**config.mk**
```make
export PLATFORM = sky130hd
export DESIGN_NAME = restart_window_limiter_backoff_top
export DESIGN_NICKNAME = d
export VERILOG_FILES = /design/src/hw/rtl/rwl_pkg.sv /design/src/hw/rtl/rwl_ram.sv /design/src/hw/rtl/rwl_ctrl.sv /design/src/hw/rtl/rwl_dp.sv /design/src/hw/rtl/restart_window_limiter_backoff_top.sv
export SDC_FILE = /design/constraint.sdc
export NUM_CORES = 2
export LEC_CHECK = 0
export BUFFER_PORTS_ARGS = -buffer_cell sky130_fd_sc_hd__buf_4
export CAP_MARGIN = 20
export CELL_PAD_IN_SITES_DETAIL_PLACEMENT = 0
export CELL_PAD_IN_SITES_GLOBAL_PLACEMENT = 1
export CORE_ASPECT_RATIO = 0.8
export CORE_MARGIN = 2
export CORE_UTILIZATION = 50
export CTS_CLUSTER_DIAMETER = 120
export DETAILED_ROUTE_END_ITERATION = 6
export PLACE_DENSITY = 0.76
export SLEW_MARGIN = 20
export SYNTH_ARGS = -nofsm -noshare
export SYNTH_HDL_FRONTEND = slang
export SYNTH_HIERARCHICAL = 1
export SYNTH_SLANG_ARGS = --single-unit
```
**constraint.sdc**
```tcl
create_clock -name clk -period 8.95 [get_ports clk]
set_clock_uncertainty 0.05 [all_clocks]
set_input_delay 1.79 -clock clk [delete_from_list [all_inputs] [get_ports clk]]
set_output_delay 1.79 -clock clk [all_outputs]
set_load 0.01 [all_outputs]
```
**src/hw/rtl/rwl_pkg.sv**
```systemverilog
// Package of the restart window limiter: payload structs, codes and
// controller/datapath handshake structs. Depends on nothing.
package rwl_pkg;

  localparam int TIME_W    = 48;
  localparam int CFG_W     = 32;
  localparam int CFG_IDX_W = 3;

  typedef struct packed {
    logic [1:0]        req_type;
    logic [TIME_W-1:0] now_ms;
    logic [1:0]        launch_kind;
    logic [2:0]        exit_kind;
    logic [1:0]        gate_outcome;
  } rwl_in_t;

  typedef struct packed {
    logic [1:0]  disposition;
    logic        restart_due;
    logic [4:0]  attempt_number;
    logic [31:0] wait_ms;
    logic [2:0]  life_state;
    logic [1:0]  gate_result_echo;
    logic        release_gate;
  } rwl_out_t;

  typedef enum logic [1:0] {
    REQ_STARTUP = 2'd0,
    REQ_EXIT    = 2'd1,
    REQ_RUNNING = 2'd2,
    REQ_CLEAR   = 2'd3
  } req_t;

  typedef enum logic [1:0] {
    DISP_ALLOW     = 2'd0,
    DISP_DENY_DUP  = 2'd1,
    DISP_DENY_SUPP = 2'd2,
    DISP_DELAY     = 2'd3
  } disp_t;

  typedef enum logic [2:0] {
    LS_IDLE       = 3'd0,
    LS_PENDING    = 3'd1,
    LS_SUPPRESSED = 3'd2,
    LS_APPROVED   = 3'd3,
    LS_RUNNING    = 3'd4
  } life_t;

  typedef enum logic [2:0] {
    CFG_RESTART_ENABLE = 3'd0,
    CFG_MAX_RESTARTS   = 3'd1,
    CFG_WINDOW_LENGTH  = 3'd2,
    CFG_MIN_BACKOFF    = 3'd3,
    CFG_MAX_BACKOFF    = 3'd4,
    CFG_BACKOFF_FACTOR = 3'd5,
    CFG_SINGLE_INST    = 3'd6
  } cfg_idx_t;

  localparam logic [2:0] EXIT_CRASH    = 3'd3;
  localparam logic [2:0] EXIT_WATCHDOG = 3'd4;
  localparam logic [2:0] EXIT_POLICY   = 3'd5;
  localparam logic [1:0] GATE_ACQUIRED = 2'd0;
  localparam logic [1:0] GATE_RUNNING  = 2'd1;
  localparam logic [1:0] LAUNCH_NORMAL = 2'd0;

  typedef struct packed {
    logic capture;
    logic setup;
    logic pop;
    logic decide;
    logic bo_mul;
    logic bo_chk;
    logic finish;
  } rwl_cmd_t;

  typedef struct packed {
    logic req_prunes;
    logic prune_more;
    logic bo_start;
    logic bo_last;
    logic out_free;
  } rwl_sts_t;

endpackage

```
**src/hw/rtl/rwl_ram.sv**
```systemverilog
// Generic single-write, single-read RAM with a registered read port.
// Depends on nothing.
module rwl_ram #(
  parameter int WIDTH = 48,
  parameter int DEPTH = 16
) (
  input  logic                                     clk,
  input  logic                                     we,
  input  logic [(DEPTH > 1 ? $clog2(DEPTH) : 1)-1:0] waddr,
  input  logic [WIDTH-1:0]                         wdata,
  input  logic [(DEPTH > 1 ? $clog2(DEPTH) : 1)-1:0] raddr,
  output logic [WIDTH-1:0]                         rdata
);

  logic [WIDTH-1:0] mem [0:DEPTH-1];

  always_ff @(posedge clk) begin
    if (we) begin
      mem[waddr] <= wdata;
    end
    rdata <= mem[raddr];
  end

endmodule

```
**src/hw/rtl/rwl_ctrl.sv**
```systemverilog
// Sequencer of the restart window limiter: steps one item through setup,
// window pruning, decision, backoff iterations and result hand-off. Uses rwl_pkg.
module rwl_ctrl import rwl_pkg::*; (
  input  logic     clk,
  input  logic     rst_n,
  input  logic     in_valid,
  output logic     in_stall,
  output rwl_cmd_t cmd,
  input  rwl_sts_t sts
);

  typedef enum logic [7:0] {
    S_IDLE      = 8'b0000_0001,
    S_SETUP     = 8'b0000_0010,
    S_PRUNE_RD  = 8'b0000_0100,
    S_PRUNE_CMP = 8'b0000_1000,
    S_DECIDE    = 8'b0001_0000,
    S_BO_MUL    = 8'b0010_0000,
    S_BO_CHK    = 8'b0100_0000,
    S_FINISH    = 8'b1000_0000
  } state_t;

  state_t state_r, state_nxt;

  always_comb begin
    state_nxt = state_r;
    unique case (state_r)
      S_IDLE: begin
        if (in_valid) begin
          state_nxt = sts.req_prunes ? S_SETUP : S_DECIDE;
        end
      end
      S_SETUP:     state_nxt = S_PRUNE_RD;
      S_PRUNE_RD:  state_nxt = S_PRUNE_CMP;
      S_PRUNE_CMP: state_nxt = sts.prune_more ? S_PRUNE_RD : S_DECIDE;
      S_DECIDE:    state_nxt = sts.bo_start ? S_BO_MUL : S_FINISH;
      S_BO_MUL:    state_nxt = S_BO_CHK;
      S_BO_CHK:    state_nxt = sts.bo_last ? S_FINISH : S_BO_MUL;
      S_FINISH: begin
        if (sts.out_free) begin
          state_nxt = S_IDLE;
        end
      end
      default:     state_nxt = S_IDLE;
    endcase
  end

  always_ff @(posedge clk) begin
    if (!rst_n) begin
      state_r <= S_IDLE;
    end else begin
      state_r <= state_nxt;
    end
  end

  assign in_stall    = (state_r != S_IDLE);
  assign cmd.capture = (state_r == S_IDLE) && in_valid;
  assign cmd.setup   = (state_r == S_SETUP);
  assign cmd.pop     = (state_r == S_PRUNE_CMP) && sts.prune_more;
  assign cmd.decide  = (state_r == S_DECIDE);
  assign cmd.bo_mul  = (state_r == S_BO_MUL);
  assign cmd.bo_chk  = (state_r == S_BO_CHK);
  assign cmd.finish  = (state_r == S_FINISH) && sts.out_free;

endmodule

```
**src/hw/rtl/rwl_dp.sv**
```systemverilog
// Datapath of the restart window limiter: configuration registers, timestamp
// ring, counters, backoff multiplier and output register. Uses rwl_pkg, rwl_ram.
module rwl_dp import rwl_pkg::*; #(
  parameter int HISTORY_DEPTH    = 16,
  parameter int FACTOR_FRAC_BITS = 8
) (
  input  logic                 clk,
  input  logic                 rst_n,
  input  logic                 cfg_we,
  input  logic [CFG_IDX_W-1:0] cfg_index,
  input  logic [CFG_W-1:0]     cfg_wdata,
  input  rwl_in_t              in_data,
  output logic                 out_valid,
  input  logic                 out_stall,
  output rwl_out_t             out_data,
  input  rwl_cmd_t             cmd,
  output rwl_sts_t             sts
);

  localparam int IDX_W = (HISTORY_DEPTH > 1) ? $clog2(HISTORY_DEPTH) : 1;
  localparam int CNT_W = $clog2(HISTORY_DEPTH + 1);
  localparam int CMP_W = (CNT_W > 5) ? CNT_W : 5;
  localparam int SUM_W = CNT_W + 1;
  localparam int F     = FACTOR_FRAC_BITS;
  localparam int D_W   = 32 + F;
  localparam int P_W   = D_W + 16;
  localparam int N_W   = P_W - F;
  localparam int R_W   = D_W + 1 - F;

  // Configuration registers.
  logic        restart_enable_r;
  logic [4:0]  max_restarts_r;
  logic [31:0] window_r;
  logic [31:0] min_backoff_r;
  logic [31:0] max_backoff_r;
  logic [15:0] factor_r;
  logic        single_on_r;

  always_ff @(posedge clk) begin
    if (!rst_n) begin
      restart_enable_r <= 1'b1;
      max_restarts_r   <= 5'd3;
      window_r         <= 32'd60000;
      min_backoff_r    <= 32'd1000;
      max_backoff_r    <= 32'd60000;
      factor_r         <= 16'd512;
      single_on_r      <= 1'b0;
    end else if (cfg_we) begin
      unique case (cfg_index)
        CFG_RESTART_ENABLE: restart_enable_r <= cfg_wdata[0];
        CFG_MAX_RESTARTS:   max_restarts_r   <= cfg_wdata[4:0];
        CFG_WINDOW_LENGTH:  window_r         <= cfg_wdata;
        CFG_MIN_BACKOFF:    min_backoff_r    <= cfg_wdata;
        CFG_MAX_BACKOFF:    max_backoff_r    <= cfg_wdata;
        CFG_BACKOFF_FACTOR: factor_r         <= cfg_wdata[15:0];
        CFG_SINGLE_INST:    single_on_r      <= cfg_wdata[0];
        default: ;
      endcase
    end
  end

  // Item and working registers.
  rwl_in_t           item_r;
  logic [TIME_W-1:0] floor_r;
  logic [CNT_W-1:0]  count_r, count_nxt;
  logic [IDX_W-1:0]  oldest_r, oldest_nxt;
  logic [2:0]        life_r;
  logic [1:0]        disp_r;
  logic              restart_r;
  logic [CNT_W-1:0]  attempt_r;
  logic [1:0]        echo_r;
  logic              release_r;
  logic [2:0]        lc_r;
  logic              bo_need_r;
  logic              start_bo_r;
  logic [D_W-1:0]    delay_r;
  logic [P_W-1:0]    prod_r;
  logic [CNT_W-1:0]  iter_r;
  logic              out_valid_r;
  rwl_out_t          out_r;

  // Timestamp ring.
  logic              ram_we;
  logic [IDX_W-1:0]  ram_waddr;
  logic [TIME_W-1:0] ram_rdata;

  rwl_ram #(
    .WIDTH (TIME_W),
    .DEPTH (HISTORY_DEPTH)
  ) u_ring (
    .clk   (clk),
    .we    (ram_we),
    .waddr (ram_waddr),
    .wdata (item_r.now_ms),
    .raddr (oldest_r),
    .rdata (ram_rdata)
  );

  // Limit, slot arithmetic and window floor.
  logic [CMP_W-1:0]  limit_w, count_ext;
  logic              at_limit;
  logic [SUM_W-1:0]  slot_sum;
  logic [TIME_W-1:0] window_ext;
  logic [TIME_W-1:0] floor_w;
  logic [IDX_W-1:0]  oldest_inc;

  always_comb begin
    limit_w = (CMP_W'(max_restarts_r) < CMP_W'(HISTORY_DEPTH)) ?
              CMP_W'(max_restarts_r) : CMP_W'(HISTORY_DEPTH);
    count_ext = CMP_W'(count_r);
    at_limit  = (count_ext >= limit_w);
    slot_sum  = SUM_W'(oldest_r) + SUM_W'(count_r);
    if (slot_sum >= SUM_W'(HISTORY_DEPTH)) begin
      slot_sum = slot_sum - SUM_W'(HISTORY_DEPTH);
    end
    ram_waddr  = slot_sum[IDX_W-1:0];
    window_ext = TIME_W'(window_r);
    floor_w    = (item_r.now_ms > window_ext) ? (item_r.now_ms - window_ext) : '0;
    oldest_inc = (oldest_r == IDX_W'(HISTORY_DEPTH - 1)) ? '0 : oldest_r + 1'b1;
  end

  // Decision for the captured item, after pruning.
  logic             d_restart, d_release, d_bo, d_start_bo, d_record, d_clear;
  logic [1:0]       d_disp, d_echo;
  logic [2:0]       d_lc;
  logic [CNT_W-1:0] d_attempt;
  logic             candidate;

  always_comb begin
    d_disp     = DISP_ALLOW;
    d_restart  = 1'b0;
    d_release  = 1'b0;
    d_echo     = GATE_ACQUIRED;
    d_lc       = life_r;
    d_attempt  = '0;
    d_bo       = 1'b0;
    d_start_bo = 1'b0;
    d_record   = 1'b0;
    d_clear    = 1'b0;
    candidate  = (item_r.exit_kind == EXIT_CRASH) || (item_r.exit_kind == EXIT_WATCHDOG) ||
                 (item_r.exit_kind == EXIT_POLICY);
    unique case (item_r.req_type)
      REQ_STARTUP: begin
        if (single_on_r) begin
          d_echo = item_r.gate_outcome;
        end
        if (single_on_r && (item_r.gate_outcome != GATE_ACQUIRED)) begin
          d_disp = (item_r.gate_outcome == GATE_RUNNING) ? DISP_DENY_DUP : DISP_DENY_SUPP;
          d_lc   = LS_SUPPRESSED;
        end else if ((item_r.launch_kind != LAUNCH_NORMAL) && restart_enable_r) begin
          if (at_limit) begin
            d_disp = DISP_DENY_SUPP;
            d_lc   = LS_SUPPRESSED;
          end else begin
            d_attempt  = count_r + 1'b1;
            d_bo       = 1'b1;
            d_start_bo = 1'b1;
          end
        end else begin
          d_lc = LS_APPROVED;
        end
      end
      REQ_EXIT: begin
        d_release = 1'b1;
        if (!restart_enable_r || !candidate) begin
          d_lc = LS_IDLE;
        end else if (at_limit) begin
          d_lc = LS_SUPPRESSED;
        end else begin
          d_record  = 1'b1;
          d_attempt = count_r + 1'b1;
          d_restart = 1'b1;
          d_bo      = 1'b1;
          d_lc      = LS_PENDING;
        end
      end
      REQ_RUNNING: d_lc = LS_RUNNING;
      REQ_CLEAR:   d_clear = 1'b1;
      default: ;
    endcase
  end

  assign ram_we = cmd.decide && d_record;

  // Backoff iteration check.
  logic [N_W-1:0] next_delay;
  logic [N_W-1:0] cap_ext;
  logic           capped;
  logic [D_W-1:0] cap_w;

  always_comb begin
    cap_w      = {max_backoff_r, F'(0)};
    next_delay = prod_r[P_W-1:F];
    cap_ext    = N_W'(cap_w);
    capped     = (next_delay >= cap_ext);
  end

  // Rounding and clamping of the final backoff.
  logic [D_W:0]   round_sum;
  logic [R_W-1:0] whole;
  logic [31:0]    clamped, f_delay;
  logic [1:0]     f_disp;
  logic [2:0]     f_lc;
  logic [CMP_W-1:0] attempt_ext;

  always_comb begin
    round_sum = {1'b0, delay_r} + ((D_W+1)'(1) << (F - 1));
    whole     = round_sum[D_W:F];
    if (whole < R_W'(min_backoff_r)) begin
      clamped = min_backoff_r;
    end else if (whole > R_W'(max_backoff_r)) begin
      clamped = max_backoff_r;
    end else begin
      clamped = whole[31:0];
    end
    f_delay = bo_need_r ? clamped : 32'd0;
    f_disp  = disp_r;
    f_lc    = lc_r;
    if (start_bo_r) begin
      if (f_delay != 32'd0) begin
        f_disp = DISP_DELAY;
        f_lc   = LS_PENDING;
      end else begin
        f_disp = DISP_ALLOW;
        f_lc   = LS_APPROVED;
      end
    end
    attempt_ext = CMP_W'(attempt_r);
  end

  // Ring bookkeeping.
  always_comb begin
    count_nxt  = count_r;
    oldest_nxt = oldest_r;
    if (cmd.setup && (window_r == 32'd0)) begin
      count_nxt  = '0;
      oldest_nxt = '0;
    end else if (cmd.pop) begin
      count_nxt  = count_r - 1'b1;
      oldest_nxt = oldest_inc;
    end else if (cmd.decide && d_clear) begin
      count_nxt  = '0;
      oldest_nxt = '0;
    end else if (cmd.decide && d_record) begin
      count_nxt = count_r + 1'b1;
    end
  end

  always_ff @(posedge clk) begin
    if (!rst_n) begin
      count_r     <= '0;
      oldest_r    <= '0;
      life_r      <= LS_IDLE;
      out_valid_r <= 1'b0;
    end else begin
      count_r  <= count_nxt;
      oldest_r <= oldest_nxt;
      if (cmd.finish) begin
        life_r      <= f_lc;
        out_valid_r <= 1'b1;
      end else if (!out_stall) begin
        out_valid_r <= 1'b0;
      end
    end
  end

  always_ff @(posedge clk) begin
    if (cmd.capture) begin
      item_r <= in_data;
    end
    if (cmd.setup) begin
      floor_r <= floor_w;
    end
    if (cmd.decide) begin
      disp_r     <= d_disp;
      restart_r  <= d_restart;
      attempt_r  <= d_attempt;
      echo_r     <= d_echo;
      release_r  <= d_release;
      lc_r       <= d_lc;
      bo_need_r  <= d_bo;
      start_bo_r <= d_start_bo;
      delay_r    <= {min_backoff_r, F'(0)};
      iter_r     <= CNT_W'(1);
    end
    if (cmd.bo_mul) begin
      prod_r <= P_W'(delay_r) * P_W'(factor_r);
    end
    if (cmd.bo_chk) begin
      delay_r <= capped ? cap_w : next_delay[D_W-1:0];
      iter_r  <= iter_r + 1'b1;
    end
    if (cmd.finish) begin
      out_r.disposition      <= f_disp;
      out_r.restart_due      <= restart_r;
      out_r.attempt_number   <= attempt_ext[4:0];
      out_r.wait_ms          <= f_delay;
      out_r.life_state       <= f_lc;
      out_r.gate_result_echo <= echo_r;
      out_r.release_gate     <= release_r;
    end
  end

  always_comb begin
    sts.req_prunes = (in_data.req_type == REQ_STARTUP) || (in_data.req_type == REQ_EXIT);
    sts.prune_more = (count_r != '0) && (ram_rdata < floor_r);
    sts.bo_start   = d_bo && (d_attempt > CNT_W'(1));
    sts.bo_last    = capped || ((iter_r + 1'b1) >= attempt_r);
    sts.out_free   = !out_valid_r || !out_stall;
  end

  assign out_valid = out_valid_r;
  assign out_data  = out_r;

endmodule

```
**src/hw/rtl/restart_window_limiter_backoff_top.sv**
```systemverilog
// Top level of the restart window limiter with exponential backoff.
// Depends on rwl_pkg, rwl_ctrl, rwl_dp (which holds rwl_ram).
//
// Usage. Software presents one request beat on the in_ channel (startup
// request, process exit, mark running or clear history) and receives exactly
// one result beat on the out_ channel. A beat moves when valid is high and
// stall is low. Configuration is written through cfg_we/cfg_index/cfg_wdata
// while the block is idle; writes to index seven are ignored.
//
// Sequence. Mark running and clear history go from accept through the decide
// step into the result register. Startup and exit requests first pass a setup
// step, then drop expired timestamps from the ring one at a time (each needs
// one registered RAM read and a compare), then decide and run the backoff
// multiply steps, at most attempt minus one. Each multiply step is a registered
// 40x16 product followed by a shift, compare and clamp against the cap.
// One item is in work at a time; the next is taken once the result has been
// moved into the output register, so a single stalled result does not block
// intake.
//
// Reset (synchronous, rst_n low) empties the ring, sets the lifecycle to idle,
// drops any held result and loads the configuration defaults. The ring RAM is
// not cleared; only entries written by recorded restarts are ever read. While
// out_stall is high the result holds steady and one further item may finish
// into the sequencer before intake stops.
module restart_window_limiter_backoff_top import rwl_pkg::*; #(
  parameter int HISTORY_DEPTH    = 16,
  parameter int FACTOR_FRAC_BITS = 8
) (
  input  logic                 clk,
  input  logic                 rst_n,
  input  logic                 in_valid,
  output logic                 in_stall,
  input  rwl_in_t              in_data,
  output logic                 out_valid,
  input  logic                 out_stall,
  output rwl_out_t             out_data,
  input  logic                 cfg_we,
  input  logic [CFG_IDX_W-1:0] cfg_index,
  input  logic [CFG_W-1:0]     cfg_wdata
);

  // Commands from the sequencer and status back from the datapath.
  rwl_cmd_t cmd;
  rwl_sts_t sts;

  rwl_ctrl u_ctrl (
    .clk      (clk),
    .rst_n    (rst_n),
    .in_valid (in_valid),
    .in_stall (in_stall),
    .cmd      (cmd),
    .sts      (sts)
  );

  rwl_dp #(
    .HISTORY_DEPTH    (HISTORY_DEPTH),
    .FACTOR_FRAC_BITS (FACTOR_FRAC_BITS)
  ) u_dp (
    .clk       (clk),
    .rst_n     (rst_n),
    .cfg_we    (cfg_we),
    .cfg_index (cfg_index),
    .cfg_wdata (cfg_wdata),
    .in_data   (in_data),
    .out_valid (out_valid),
    .out_stall (out_stall),
    .out_data  (out_data),
    .cmd       (cmd),
    .sts       (sts)
  );

endmodule

```
==> impl_metrics.env <==
export IMPL_status="finished with violations"
export IMPL_violations="DRC"
export IMPL_cts_root_buffer="clkbuf_16"
export IMPL_min_period_ns=8.33
export IMPL_critPathLaunch="u_dp/factor_r[6]"
export IMPL_crit_required_ns=9.37
export IMPL_synth_edf_count=1028
export IMPL_insertion_delay_ns=0.78
export IMPL_finalPower_mw=13.3
export IMPL_ys_ff_latch=1216
export IMPL_worstRegToRegCells=26
export IMPL_syn_num_nets=6785
export IMPL_yosysWarnings=6
export IMPL_post_cts_buffers=0
export IMPL_first_pass_iters=7
export IMPL_dpl_cell_area_mm2=0.0745
export IMPL_cpMaxStageDelayCell="dfxtp_1"
export IMPL_die_area_mm2=0.146
export IMPL_area_growth_pct=9.61
export IMPL_synth_area_mm2=0.0714
export IMPL_cts_tree="built"
export IMPL_core_area_mm2=0.142
export IMPL_die_w_um=427
export IMPL_synth_cell_type_count=90
export IMPL_hold_viol_final=0
export IMPL_whs_path_depth=0
export IMPL_cp_top_family="adder cells"
export IMPL_p_leak_nw=30.0
export IMPL_fillers=11800
export IMPL_path_clk_slew_ns=0.07
export IMPL_cts_resized_gates=0
export IMPL_power_density_mw_per_mm2=170
export IMPL_rsz0062_at_grt="no"
export IMPL_ant_nets=0
export IMPL_drt_initial_drc_count=4676
export IMPL_io_buffers=144
export IMPL_cts_made_buffers=115
export IMPL_drc=1
export IMPL_crit_top_cell="fa_1"
export IMPL_tightest_slew_ns=1.30
export IMPL_antenna_found_initial=6
export IMPL_layout_nets=6840
export IMPL_gr_usage_all_layers_pct=26.4
export IMPL_avgSynthCellArea_um2=12.2
export IMPL_wirelength_um=189000
export IMPL_grt_max_degree=74
export IMPL_cp_num_buf_inv=7
export IMPL_timing_fmax_mhz=120
export IMPL_finalWeightedCongestion=0.937
export IMPL_clock_sinks=1216
export IMPL_slew_headroom_pct=12.5
export IMPL_synth_cells=5839
export IMPL_holdBufCountCts=0
export IMPL_cp_max_fo=26
export IMPL_via_count=45700
export IMPL_rows=124
export IMPL_dp_hpwl_um=130000
export IMPL_htreeDepth=3
export IMPL_grt_pass1_vias=45600
export IMPL_ctsLongestPathBuffers=3
export IMPL_reg2reg_from="u_dp/factor_r[6]"
export IMPL_fin_area_mm2=0.0783
export IMPL_maxCapViolations=0
export IMPL_post_drt_wl_per_cell_um=24.0
export IMPL_io_pins=145
export IMPL_grt_pass1_wl_um=289000
export IMPL_hold_class="register to register"
export IMPL_min_period_over_period_pct=93.0
export IMPL_setup_tns_ns=0
export IMPL_setup_viol=0
export IMPL_crit_path_start_kind="register"
export IMPL_yosysSeqAreaShare_pct=48.5
export IMPL_r2r_end="u_dp/prod_r[54]"
export IMPL_min_from="u_dp/release_r"
export IMPL_start_util_pct=50.2
export IMPL_whs_ns=0.377
export IMPL_vdd_drop_max_mv=0.176
export IMPL_worst_setup_path_end_kind="register"
export IMPL_slew_violations=0
export IMPL_via_per_inst=5.79
export IMPL_synth_main_ff_cell="edfxtp_1"
export IMPL_drive_gt1_share_pct=11.0
export IMPL_gr_total_overflow=0
export IMPL_critPathArrivalTime_ns=8.75
export IMPL_r2r_slack_ns=0.62
export IMPL_critPathKind="register to register"
export IMPL_holdPathEnd="u_dp/out_data[0]"
export IMPL_crit_path_max_incr_delay_ns=0.71
export IMPL_ys_async_sr_fraction_pct=0
export IMPL_die_h_um=342
layer usage:
layer	wire length, um	GRT usage, %	up-vias
li1	-	-	20200
met1	86000	41.5	23400
met2	83100	38.9	1868
met3	15500	3.87	219
met4	4380	6.08	0
met5	0	0	-
synthesized netlist by cell type, types with 11 or more instances:
cell type	number	share of area [%]
edfxtp_1	1028	43
inv_1	822	4.3
nand2_1	810	4.3
fa_1	531	15
ha_1	318	5.6
a21oi_1	225	1.6
nor2_1	213	1.1
clkbuf_1	211	1.1
and2_1	209	1.8
mux4_2	192	6.1
dfxtp_1	188	5.3
a22oi_1	100	1.1
nor3_1	82	0.57
o21ai_0	79	0.55
a21o_1	77	0.81
xnor2_1	66	0.81
nand3_1	62	0.43
xor2_1	46	0.56
buf_1	37	0.19
nor2b_1	35	0.31
a211oi_1	33	0.35
a311oi_1	33	0.40
nand4_1	33	0.29
o22ai_1	33	0.29
nand2b_1	31	0.27
o211ai_1	30	0.32
and3_1	28	0.25
o21a_1	24	0.25
buf_4	22	0.23
nor4_1	22	0.19
buf_2	20	0.14
a31oi_1	18	0.16
mux2i_1	12	0.17
and4_1	11	0.13
sequential cells by signal (all words and copies together) (netlist names), 3 cells and up:
register / count
u_dp/u_ring/mem: 768
u_dp/item_r: 57
u_dp/floor_r: 48
u_dp/prod_r: 48
u_dp/u_ring/rdata: 48
u_dp/out_data: 46
u_dp/delay_r: 40
u_dp/max_backoff_r: 32
u_dp/min_backoff_r: 32
u_dp/window_r: 32
u_dp/factor_r: 16
u_ctrl/state_r: 8
u_dp/attempt_ext: 5
u_dp/count_ext: 5
u_dp/iter_r: 5
u_dp/max_restarts_r: 5
u_dp/oldest_r: 4
u_dp/lc_r: 3
u_dp/life_r: 3
where the power goes:
group / internal (mW) / switching, mW / total (mW)
registers: 6.38 / 0.210 / 6.59
clock network: 2.69 / 2.17 / 4.85
logic: 0.707 / 1.12 / 1.83
placed cells by master (no fill, tap or decap), types with 40 or more instances in the layout:
cell type,Yosys,final
clkbuf_1,211,40
inv_1,822,822
buf_4,22,228
edfxtp_1,1028,1028
xor2_1,46,46
nand3_1,62,61
mux4_2,192,192
a21o_1,77,77
nand2_1,810,810
dfxtp_1,188,186
a22oi_1,100,100
nor2_1,213,199
clkbuf_16,0,115
o21ai_0,79,79
ha_1,318,318
nor3_1,82,76
a21oi_1,225,225
xnor2_1,66,66
and2_1,209,208
fa_1,531,531
kinds of logic (layout without fill, tap and decap cells):
group / after synthesis / after routing / synth area share (%)
flip-flops: 1216 / 1216 / 48.5
other: 0 / 1 / 0
AO/OA/AOI/OAI: 747 / 747 / 6.97
multiplexers: 208 / 208 / 6.29
AND/OR/NAND/NOR: 1590 / 1590 / 10.4
adder cells (fa/ha/maj): 849 / 849 / 20.5
buffers and inverters: 1117 / 1273 / 6.05
XOR/XNOR: 112 / 112 / 1.37
through the flow:
stage	instances	setup slack, ns	util (%)
floorplan	5839	1.55	-
global placement	7663	0.826	52.3
detailed placement	7665	0.809	52.3
CTS	7883	0.709	55.0
global route	7886	0.185	55.0
finish	7886	0.625	55.0
area by class of cell:
type | count | area, um2 | share of cell area [%]
antenna | 1 | 2.50 | 0.00320
clock buffer | 173 | 3280 | 4.19
clock inverter | 45 | 478 | 0.611
inverter | 823 | 3090 | 3.95
multi-input combinational | 3506 | 32600 | 41.7
sequential | 1216 | 34600 | 44.3
tap | 1890 | 2360 | 3.02
timing repair buffer | 232 | 1790 | 2.29
worst max-delay path by stage:
stage,to,slack (ns),depth (start not counted)
floorplan,u_dp/prod_r[55],1.55,26
global placement,u_dp/prod_r[54],0.83,24
detailed placement,u_dp/prod_r[55],0.81,24
CTS,u_dp/prod_r[55],0.71,24
global route,u_dp/prod_r[54],0.19,26
finish,u_dp/prod_r[54],0.62,26
Power figures use the tool's default switching activity.
